`src/design/adv_pkg.sv`:
```
`timescale 1ns / 1ps
package adv_pkg;
  localparam int unsigned HdrBytes = 20;
  localparam int unsigned DefMaxEntries = 1048576;
  localparam int unsigned DefMaxNameLen = 4096;
  localparam int unsigned DefMaxDirBytes = 67108864;

  typedef enum logic [1:0] {
    KIND_ENTRY  = 2'd0,
    KIND_NAME   = 2'd1,
    KIND_STATUS = 2'd2
  } kind_e;

  typedef enum logic [4:0] {
    ST_OK        = 5'd0,
    ST_SHORT     = 5'd1,
    ST_TABLE     = 5'd2,
    ST_COUNT     = 5'd3,
    ST_DIR_LIMIT = 5'd4,
    ST_NAMES     = 5'd5,
    ST_BOUNDS    = 5'd6,
    ST_FIRST_OFF = 5'd7,
    ST_ORDER     = 5'd8,
    ST_TERMINAL  = 5'd9,
    ST_NONPRINT  = 5'd10,
    ST_UNTERM    = 5'd11,
    ST_EMPTY     = 5'd12,
    ST_LONG      = 5'd13,
    ST_PADDING   = 5'd14,
    ST_LENGTH    = 5'd15,
    ST_EXACT_END = 5'd16
  } status_e;

  localparam logic [1:0] RegArchiveSize = 2'd0;
  localparam logic [1:0] RegExactEnd    = 2'd1;

  typedef struct packed {
    logic        has_entry;
    logic [19:0] e_index;
    logic [32:0] e_offset;
    logic [31:0] e_size;
    logic        has_name;
    logic [19:0] n_index;
    logic [25:0] n_start;
    logic [12:0] n_length;
    logic        has_status;
    logic [4:0]  status;
    logic [32:0] used_bytes;
  } work_t;

  typedef struct packed {
    logic [1:0]  kind;
    logic [19:0] entry_index;
    logic [32:0] entry_start;
    logic [31:0] entry_size;
    logic [25:0] name_start;
    logic [12:0] name_length;
    logic [4:0]  status;
    logic [32:0] used_bytes;
    logic        final_res;
  } rec_t;
endpackage

```
`src/design/adv_front.sv`:
```
`timescale 1ns / 1ps
module adv_front #(
  parameter int unsigned MAX_ENTRIES   = adv_pkg::DefMaxEntries,
  parameter int unsigned MAX_NAME_LEN  = adv_pkg::DefMaxNameLen,
  parameter int unsigned MAX_DIR_BYTES = adv_pkg::DefMaxDirBytes
) (
  input  logic            clk_i,
  input  logic            rst_ni,
  input  logic            in_valid_i,
  output logic            in_stall_o,
  input  logic [7:0]      byte_value_i,
  input  logic            last_i,
  input  logic [63:0]     arc_bytes_i,
  input  logic            exact_end_i,
  output logic            work_valid_o,
  input  logic            work_stall_i,
  output adv_pkg::work_t  work_o
);
  import adv_pkg::*;

  localparam int unsigned PosW = $clog2(MAX_DIR_BYTES + 1);
  localparam int unsigned LenW = $clog2(MAX_NAME_LEN + 2);

  logic [PosW-1:0] pos_q, pos_d;
  logic [31:0] shift_q, shift_d;
  logic [31:0] count_q, count_d;
  logic [31:0] table_q, table_d;
  logic [31:0] names_q, names_d;
  logic [31:0] data_q, data_d;
  logic [31:0] prev_q, prev_d;
  logic [20:0] oidx_q, oidx_d;
  logic [20:0] nidx_q, nidx_d;
  logic [25:0] nstart_q, nstart_d;
  logic [LenW-1:0] nlen_q, nlen_d;
  logic [4:0] err_q, err_d;
  logic [32:0] term_q, term_d;

  logic        accept;
  work_t       w;
  logic [63:0] p64;
  logic [63:0] expect_names;
  logic [32:0] tb;
  logic [63:0] s64;
  logic [4:0]  st;

  assign in_stall_o = work_stall_i;
  assign accept = in_valid_i && !work_stall_i;
  assign p64 = 64'(pos_q);

  always_comb begin
    pos_d = pos_q; count_d = count_q; table_d = table_q; names_d = names_q;
    data_d = data_q; prev_d = prev_q; oidx_d = oidx_q; nidx_d = nidx_q;
    nstart_d = nstart_q; nlen_d = nlen_q; err_d = err_q; term_d = term_q;
    w = '0;
    tb = '0;
    s64 = '0;
    st = ST_OK;
    expect_names = 64'(HdrBytes) + 64'd4 * (64'(count_q) + 64'd1);
    shift_d = {byte_value_i, shift_q[31:8]};
    if (p64 < 64'(HdrBytes)) begin
      if (pos_q[1:0] == 2'd3) begin
        case (p64[4:2])
          3'd1: count_d = shift_d;
          3'd2: table_d = shift_d;
          3'd3: names_d = shift_d;
          3'd4: data_d = shift_d;
          default: ;
        endcase
      end
      if (p64 == 64'(HdrBytes - 1)) begin
        if (table_q != 32'(HdrBytes)) err_d = ST_TABLE;
        else if (64'(count_q) > 64'(MAX_ENTRIES)) err_d = ST_COUNT;
        else if (64'(shift_d) > 64'(MAX_DIR_BYTES)) err_d = ST_DIR_LIMIT;
        else if (expect_names > 64'hFFFF_FFFF || 64'(names_q) != expect_names)
          err_d = ST_NAMES;
        else if (names_q > shift_d || 64'(shift_d) > arc_bytes_i) err_d = ST_BOUNDS;
        else err_d = ST_OK;
      end
    end else if (err_q == ST_OK && p64 < 64'(data_q)) begin
      if (p64 < 64'(names_q)) begin
        if (pos_q[1:0] == 2'd3) begin
          if (oidx_q == '0) begin
            if (shift_d != '0) err_d = ST_FIRST_OFF;
          end else if (shift_d < prev_q) begin
            err_d = ST_ORDER;
          end else begin
            w.has_entry = 1'b1;
            w.e_index = 20'(oidx_q - 21'd1);
            w.e_offset = 33'(data_q) + 33'(prev_q);
            w.e_size = shift_d - prev_q;
          end
          tb = 33'(data_q) + 33'(shift_d);
          if (err_d == ST_OK && 32'(oidx_q) == count_q) begin
            term_d = tb;
            if (64'(tb) > arc_bytes_i) err_d = ST_TERMINAL;
          end
          prev_d = shift_d;
          oidx_d = oidx_q + 21'd1;
        end
      end else if (32'(nidx_q) < count_q) begin
        if (nlen_q == '0) nstart_d = 26'(pos_q);
        if (byte_value_i == 8'd0) begin
          if (nlen_q == '0) err_d = ST_EMPTY;
          else if (32'(nlen_q) > 32'(MAX_NAME_LEN)) err_d = ST_LONG;
          else begin
            w.has_name = 1'b1;
            w.n_index = 20'(nidx_q);
            w.n_start = nstart_d;
            w.n_length = 13'(nlen_q);
            nidx_d = nidx_q + 21'd1;
            nlen_d = '0;
          end
        end else if (byte_value_i < 8'h20 || byte_value_i > 8'h7E) begin
          err_d = ST_NONPRINT;
        end else if (32'(nlen_q) <= 32'(MAX_NAME_LEN)) begin
          nlen_d = nlen_q + LenW'(1);
        end
      end else if (byte_value_i != 8'd0) begin
        err_d = ST_PADDING;
      end
      if (err_d == ST_OK && p64 + 64'd1 == 64'(data_q) && 32'(nidx_d) < count_q)
        err_d = ST_UNTERM;
    end
    if (p64 < 64'(MAX_DIR_BYTES)) pos_d = pos_q + PosW'(1);
    if (last_i) begin
      s64 = 64'(pos_d);
      if (s64 < 64'(HdrBytes + 4)) st = ST_SHORT;
      else if (err_d >= ST_TABLE && err_d <= ST_NAMES) st = err_d;
      else if (err_d == ST_BOUNDS || 64'(data_d) > s64) st = ST_BOUNDS;
      else if (err_d != ST_OK) st = err_d;
      else if (exact_end_i && 64'(term_d) != arc_bytes_i) st = ST_EXACT_END;
      else st = ST_OK;
      w.has_status = 1'b1;
      w.status = st;
      w.used_bytes = (st == ST_OK || st == ST_EXACT_END) ? term_d : '0;
      pos_d = '0; count_d = '0; table_d = '0; names_d = '0; data_d = '0;
      prev_d = '0; oidx_d = '0; nidx_d = '0; nstart_d = '0; nlen_d = '0;
      err_d = ST_OK; term_d = '0; shift_d = '0;
    end
  end

  always_ff @(posedge clk_i or negedge rst_ni) begin
    if (!rst_ni) begin
      pos_q <= '0; shift_q <= '0; count_q <= '0; table_q <= '0; names_q <= '0;
      data_q <= '0; prev_q <= '0; oidx_q <= '0; nidx_q <= '0; nstart_q <= '0;
      nlen_q <= '0; err_q <= ST_OK; term_q <= '0;
      work_valid_o <= 1'b0;
    end else if (!work_stall_i) begin
      work_valid_o <= in_valid_i && (w.has_entry || w.has_name || w.has_status);
      if (in_valid_i) begin
        pos_q <= pos_d; shift_q <= shift_d; count_q <= count_d; table_q <= table_d;
        names_q <= names_d; data_q <= data_d; prev_q <= prev_d; oidx_q <= oidx_d;
        nidx_q <= nidx_d; nstart_q <= nstart_d; nlen_q <= nlen_d; err_q <= err_d;
        term_q <= term_d;
      end
    end
  end

  always_ff @(posedge clk_i) begin
    if (accept) work_o <= w;
  end
endmodule

```
`src/design/adv_queue.sv`:
```
`timescale 1ns / 1ps
module adv_queue (
  input  logic           clk_i,
  input  logic           rst_ni,
  input  logic           push_valid_i,
  output logic           push_stall_o,
  input  adv_pkg::work_t push_i,
  output logic           pop_valid_o,
  input  logic           pop_ready_i,
  output adv_pkg::work_t pop_o
);
  import adv_pkg::*;

  work_t mem_q [2];
  logic wr_q, rd_q;
  logic [1:0] cnt_q;
  logic push, pop;

  assign push_stall_o = (cnt_q == 2'd2);
  assign pop_valid_o = (cnt_q != 2'd0);
  assign push = push_valid_i && !push_stall_o;
  assign pop = pop_valid_o && pop_ready_i;
  assign pop_o = mem_q[rd_q];

  always_ff @(posedge clk_i or negedge rst_ni) begin
    if (!rst_ni) begin
      wr_q <= 1'b0; rd_q <= 1'b0; cnt_q <= '0;
    end else begin
      if (push) wr_q <= ~wr_q;
      if (pop) rd_q <= ~rd_q;
      cnt_q <= cnt_q + 2'(push) - 2'(pop);
    end
  end

  always_ff @(posedge clk_i) begin
    if (push) mem_q[wr_q] <= push_i;
  end
endmodule

```
`src/design/adv_back.sv`:
```
`timescale 1ns / 1ps
module adv_back (
  input  logic           clk_i,
  input  logic           rst_ni,
  input  logic           work_valid_i,
  output logic           work_ready_o,
  input  adv_pkg::work_t work_i,
  output logic           out_valid_o,
  input  logic           out_stall_i,
  output adv_pkg::rec_t  rec_o
);
  import adv_pkg::*;

  logic [1:0] done_q, done_d;
  logic       send;
  rec_t       r;
  logic       take_e, take_n, take_s;

  always_comb begin
    take_e = work_i.has_entry && !done_q[0];
    take_n = work_i.has_name && !done_q[1];
    take_s = !take_e && !take_n && work_i.has_status;
    r = '0;
    if (take_e) begin
      r.kind = KIND_ENTRY;
      r.entry_index = work_i.e_index;
      r.entry_start = work_i.e_offset;
      r.entry_size = work_i.e_size;
    end else if (take_n) begin
      r.kind = KIND_NAME;
      r.entry_index = work_i.n_index;
      r.name_start = work_i.n_start;
      r.name_length = work_i.n_length;
    end else begin
      r.kind = KIND_STATUS;
      r.status = work_i.status;
      r.used_bytes = work_i.used_bytes;
      r.final_res = 1'b1;
    end
    done_d = done_q;
    if (take_e) done_d[0] = 1'b1;
    if (take_n) done_d[1] = 1'b1;
    work_ready_o = 1'b0;
    if (work_valid_i && !(out_valid_o && out_stall_i)) begin
      if (take_s || (take_e && !work_i.has_name && !work_i.has_status) ||
          (take_n && !work_i.has_status)) begin
        work_ready_o = 1'b1;
        done_d = '0;
      end
    end
  end

  assign send = work_valid_i && !(out_valid_o && out_stall_i);

  always_ff @(posedge clk_i or negedge rst_ni) begin
    if (!rst_ni) begin
      out_valid_o <= 1'b0;
      done_q <= '0;
    end else if (!(out_valid_o && out_stall_i)) begin
      out_valid_o <= work_valid_i;
      if (work_valid_i) done_q <= done_d;
    end
  end

  always_ff @(posedge clk_i) begin
    if (send) rec_o <= r;
  end
endmodule

```
`src/design/archive_directory_validator_core.sv`:
```
`timescale 1ns / 1ps
// channel | valid       | stall       | payload
// in      | in_valid_i  | in_stall_o  | byte_value_i, last_i
// out     | out_valid_o | out_stall_i | kind_o .. final_res_o
// One byte item per cycle enters the parser while in_stall_o is low; each item is
// classified combinationally and registered. An item giving an entry or name plus
// the status gives two records at the back end; the two-entry queue absorbs that.
// A result passes the front work register, the queue and the back-end record register.
// Reset clears all parser state and the queue; the archive size is 0, exact_end is 1.
// in_stall_o rises only when the queue is full.
module archive_directory_validator_core #(
  parameter int unsigned MAX_ENTRIES   = adv_pkg::DefMaxEntries,
  parameter int unsigned MAX_NAME_LEN  = adv_pkg::DefMaxNameLen,
  parameter int unsigned MAX_DIR_BYTES = adv_pkg::DefMaxDirBytes
) (
  input  logic        clk_i,
  input  logic        rst_ni,
  input  logic        cfg_we_i,
  input  logic [1:0]  cfg_index_i,
  input  logic [63:0] cfg_wdata_i,
  input  logic        in_valid_i,
  output logic        in_stall_o,
  input  logic [7:0]  byte_value_i,
  input  logic        last_i,
  output logic        out_valid_o,
  input  logic        out_stall_i,
  output logic [1:0]  kind_o,
  output logic [19:0] entry_index_o,
  output logic [32:0] entry_start_o,
  output logic [31:0] entry_size_o,
  output logic [25:0] name_start_o,
  output logic [12:0] name_length_o,
  output logic [4:0]  status_o,
  output logic [32:0] used_bytes_o,
  output logic        final_res_o
);
  import adv_pkg::*;

  logic [63:0] arc_bytes_q;
  logic        exact_end_q;
  logic        fw_valid, fw_stall, q_valid, q_ready;
  work_t       fw, qw;
  rec_t        rec;

  always_ff @(posedge clk_i or negedge rst_ni) begin
    if (!rst_ni) begin
      arc_bytes_q <= '0;
      exact_end_q <= 1'b1;
    end else if (cfg_we_i) begin
      case (cfg_index_i)
        RegArchiveSize: arc_bytes_q <= cfg_wdata_i;
        RegExactEnd:    exact_end_q <= cfg_wdata_i[0];
        default: ;
      endcase
    end
  end

  adv_front #(
    .MAX_ENTRIES(MAX_ENTRIES), .MAX_NAME_LEN(MAX_NAME_LEN), .MAX_DIR_BYTES(MAX_DIR_BYTES)
  ) u_front (
    .clk_i, .rst_ni, .in_valid_i, .in_stall_o, .byte_value_i, .last_i,
    .arc_bytes_i(arc_bytes_q), .exact_end_i(exact_end_q),
    .work_valid_o(fw_valid), .work_stall_i(fw_stall), .work_o(fw)
  );

  adv_queue u_queue (
    .clk_i, .rst_ni, .push_valid_i(fw_valid), .push_stall_o(fw_stall), .push_i(fw),
    .pop_valid_o(q_valid), .pop_ready_i(q_ready), .pop_o(qw)
  );

  adv_back u_back (
    .clk_i, .rst_ni, .work_valid_i(q_valid), .work_ready_o(q_ready), .work_i(qw),
    .out_valid_o, .out_stall_i, .rec_o(rec)
  );

  assign kind_o = rec.kind;
  assign entry_index_o = rec.entry_index;
  assign entry_start_o = rec.entry_start;
  assign entry_size_o = rec.entry_size;
  assign name_start_o = rec.name_start;
  assign name_length_o = rec.name_length;
  assign status_o = rec.status;
  assign used_bytes_o = rec.used_bytes;
  assign final_res_o = rec.final_res;

  a_final_kind: assert property (@(posedge clk_i) disable iff (!rst_ni)
    out_valid_o |-> (final_res_o == (kind_o == KIND_STATUS)))
    else $error("final flag and kind disagree");
  a_status_range: assert property (@(posedge clk_i) disable iff (!rst_ni)
    (out_valid_o && kind_o == KIND_STATUS) |-> (status_o <= ST_EXACT_END))
    else $error("status out of range");
  a_out_hold: assert property (@(posedge clk_i) disable iff (!rst_ni)
    (out_valid_o && out_stall_i) |=> out_valid_o)
    else $error("result dropped under stall");
endmodule
```
`config.mk`:
```
export PLATFORM = sky130hd
export DESIGN_NAME = archive_directory_validator_core
export DESIGN_NICKNAME = d
export VERILOG_FILES = /design/src/design/adv_pkg.sv /design/src/design/adv_front.sv /design/src/design/adv_queue.sv /design/src/design/adv_back.sv /design/src/design/archive_directory_validator_core.sv
export SDC_FILE = /design/constraint.sdc
export NUM_CORES = 2
export LEC_CHECK = 0
export BUFFER_PORTS_ARGS = -buffer_cell sky130_fd_sc_hd__buf_4
export CAP_MARGIN = 10
export CORE_MARGIN = 3
export CORE_UTILIZATION = 30
export DETAILED_ROUTE_END_ITERATION = 8
export HOLD_SLACK_MARGIN = 0.1
export PLACE_DENSITY_LB_ADDON = 0.15
export SYNTH_ARGS = -nofsm -noshare
export SYNTH_HDL_FRONTEND = slang
export SYNTH_SLANG_ARGS = --single-unit
```
`constraint.sdc`:
```
create_clock -name clk_i -period 18.4 [get_ports clk_i]
set_clock_uncertainty 0.05 [all_clocks]
set_input_delay 0 -clock clk_i [delete_from_list [all_inputs] [get_ports clk_i]]
set_output_delay 0 -clock clk_i [all_outputs]
set_load 0.02 [all_outputs]
```
==> results.tsv <==
metric	value	unit
status	completed	
gr-usage-all-layers	20.5	%
gr-total-overflow	0	
seq_power_share	38.9	%
cp.arrival	9.39	ns
die_h	446	µm
p_int	0.00616	W
cts_buffer_depth	3	
antenna_found_initial	21	
grt_pass1_wl	300000	µm
cts_root_buf	clkbuf_16	
cp-start-kind	flip-flop	
ctsResizeCount	0	
ys_types	95	
timing.fmax	114	MHz
final_cell_mix	edfxtp_1 (719), nand2_1 (580), o21ai_0 (426)	
maxCapViolCount	0	
final_common_cell	edfxtp_1	
die_w	446	µm
ios	247	
dp_hpwl	150000	µm
first_pass_iters	5	
fp.coreArea	191000	µm²
cts_made_buffers	136	
p_sw	0.00369	W
start_util	30.3	%
finalSetupViolCount	0	
drc_errors	0	
tightest_slew	1.17	ns
peakVddDrop	0.0754	mV
hold_viol	0	
num_rows	160	
cp.required	19.03	ns
routedWlPerCell	24.8	µm
path_class	flip-flop to flip-flop	
h-tree-depth	4	
slew_viol_final	0	
portBuffers	246	
yosysWarnings	0	
vias	43129	
hold_slack	0.201	ns
synth_edf_count	719	
r2r_cells	24	
ant_nets	0	
syn2layout_area_growth	19.3	%
p_per_area	142	nW/µm²
period_minus_slack	8.76	ns
tns	0	ns
async_flop_share	35.9	%
slew-limit-headroom	21.3	%
rsz0062_at_grt	no	
finalWirelength	207000	µm
clkSinkCount	1122	
grt_max_degree	131	
nNetsFinal	6116	
clk_latency	0.81	ns
syn_avg_cell_area	10.9	µm²
clk_pin_slew	0.06	ns
syn_area	58000	µm²
cp_max_fo	36	
worst_setup_path_end_kind	flip-flop	
grt_pass1_vias	42191	
ys_seq_area_share	54.6	%
drt_iter0_drc	3518	
place.gp.congestion	0.937	
synthesis.nets	5711	
drive_above_1_share	11.1	%
fin_crit_sh	47.6	%
min_path_cells	2	
viasPerCell	5.18	
p_leak	28.2	nW
fp.dieArea	199000	µm²
yosys_register_bits	1122	
ys.flop_type	edfxtp_1	
cts_tree	built	
synthCells	5301	
swShare	37.5	%
power_frac_clock	27.2	%
power_frac_comb	33.9	%
worstHoldPathType	input pin to flip-flop	
finalPower	0.00985	W
-- per-stage QoR --
step / utilization, % / instance area [µm²] / std cells / setup slack [ns]
3_3_place_gp: 32.8 / 62800 / 7890 / 9.42
6_report: 36.2 / 69200 / 8332 / 9.64
4_1_cts: 36.2 / 69200 / 8324 / 9.66
5_1_grt: 36.2 / 69200 / 8326 / 8.86
3_5_place_dp: 32.9 / 62800 / 7890 / 9.68
2_1_floorplan: - / 58000 / 5301 / 9.29
-- state kept, by name (all words and copies together), names as in the netlist, 32 cells and up --
name             flops
u_queue.mem_q      370
u_front.work_o     185
u_back.rec_o       164
arc_bytes_q         64
u_front.term_q      33
u_front.count_q     32
u_front.data_q      32
u_front.names_q     32
u_front.prev_q      32
u_front.table_q     32
-- worst max-delay path, cell delays in order, from the launching register on --
cell,delay (ns)
dfrtp_1,0.62
inv_1,0.14
ha_1,0.33
a211o_1,0.32
nor3_1,0.35
nand4_1,0.34
nand2_1,0.24
and3_1,0.17
buf_4,0.36
nand4_1,0.41
nor2_1,0.33
nand4_1,0.27
xnor2_1,0.22
ha_1,0.31
nand4_1,0.13
o21ai_0,0.52
a21oi_1,0.17
or4_1,0.45
a211oi_1,0.40
nor4_2,0.21
a32o_1,0.29
a31oi_2,0.39
nand2_1,0.08
or4b_2,1.07
o21ba_2,0.40
-- cell type report --
class,instances,area (µm²)
inverter,235,895
antenna,8,20.0
sequential,1122,31700
clock buffer,190,3810
multi-input combinational,3684,24500
tap,2511,3140
fill,18931,122000
timing repair buffer,527,4470
clock inverter,55,669
-- Yosys cell counts, types with 35 or more instances --
cell type / n / area share (%)
a21o_1: 89 / 1.2
a21oi_1: 214 / 1.8
and3_1: 81 / 0.87
clkbuf_1: 205 / 1.3
dfrtp_1: 402 / 17
edfxtp_1: 719 / 37
ha_1: 327 / 7.1
inv_1: 235 / 1.5
mux2_2: 37 / 0.72
mux2i_1: 200 / 3.5
nand2_1: 583 / 3.8
nand2b_1: 69 / 0.74
nand3_1: 117 / 1.0
nand4_1: 82 / 0.88
nor2_1: 394 / 2.5
nor3_1: 92 / 0.79
nor4_1: 78 / 0.84
o21ai_0: 428 / 3.7
o22ai_1: 35 / 0.38
xnor2_1: 190 / 2.9
xor2_1: 119 / 1.8
-- worst paths after layout --
check                      slack [ns]                start                   to
min in group asynchronous        0.42               rst_ni   u_front.nidx_q[15]
max reg2reg                      9.64  u_front.count_q[20]    u_front.work_o[5]
max                              9.64  u_front.count_q[20]    u_front.work_o[5]
min reg2reg                      0.37    u_front.work_o[6]  u_queue.mem_q[0][6]
max in group asynchronous       15.26               rst_ni      arc_bytes_q[31]
min                              0.20               last_i   u_front.work_o[38]
-- power by group through the flow --
| stage | Clock [W] | Combinational, W | Sequential (W) |
|---|---|---|---|
| 5_1_grt | 0.00287 | 0.00363 | 0.00389 |
| 2_1_floorplan | 0 | 0.00188 | 0.00398 |
| 4_1_cts | 0.00277 | 0.00337 | 0.00383 |
| 6_report | 0.00268 | 0.00334 | 0.00383 |
| 3_3_place_gp | 0 | 0.00332 | 0.00386 |
| 3_5_place_dp | 0 | 0.00331 | 0.00388 |
-- kinds of logic (layout without fill, tap and decap cells) --
| family | after synthesis | count (layout) | synth area share [%] |
|---|---|---|---|
| compound gates | 1116 | 1116 | 12.0 |
| xor+xnor | 313 | 313 | 4.81 |
| simple gates | 1688 | 1688 | 13.9 |
| buf+inv | 495 | 1007 | 3.36 |
| other cells | 0 | 8 | 0 |
| flops | 1122 | 1122 | 54.6 |
| fa+ha+maj | 330 | 330 | 7.16 |
| mux | 237 | 237 | 4.17 |
-- layer usage --
| layer | track usage [%] | vias to the layer above | wire [µm] |
|---|---|---|---|
| met5 | 0 | - | 0 |
| met4 | 6.94 | 0 | 6960 |
| met3 | 2.98 | 296 | 10400 |
| met2 | 32.1 | 1180 | 93800 |
| met1 | 29.0 | 21502 | 95600 |
| li1 | - | 20151 | - |
-- what timing repair did --
item / in CTS / in global routing
hold endpoints to repair: 452 / 0
hold buffers: 189 / 0
setup buffers: 0 / 0
Power figures use the tool's default switching activity.
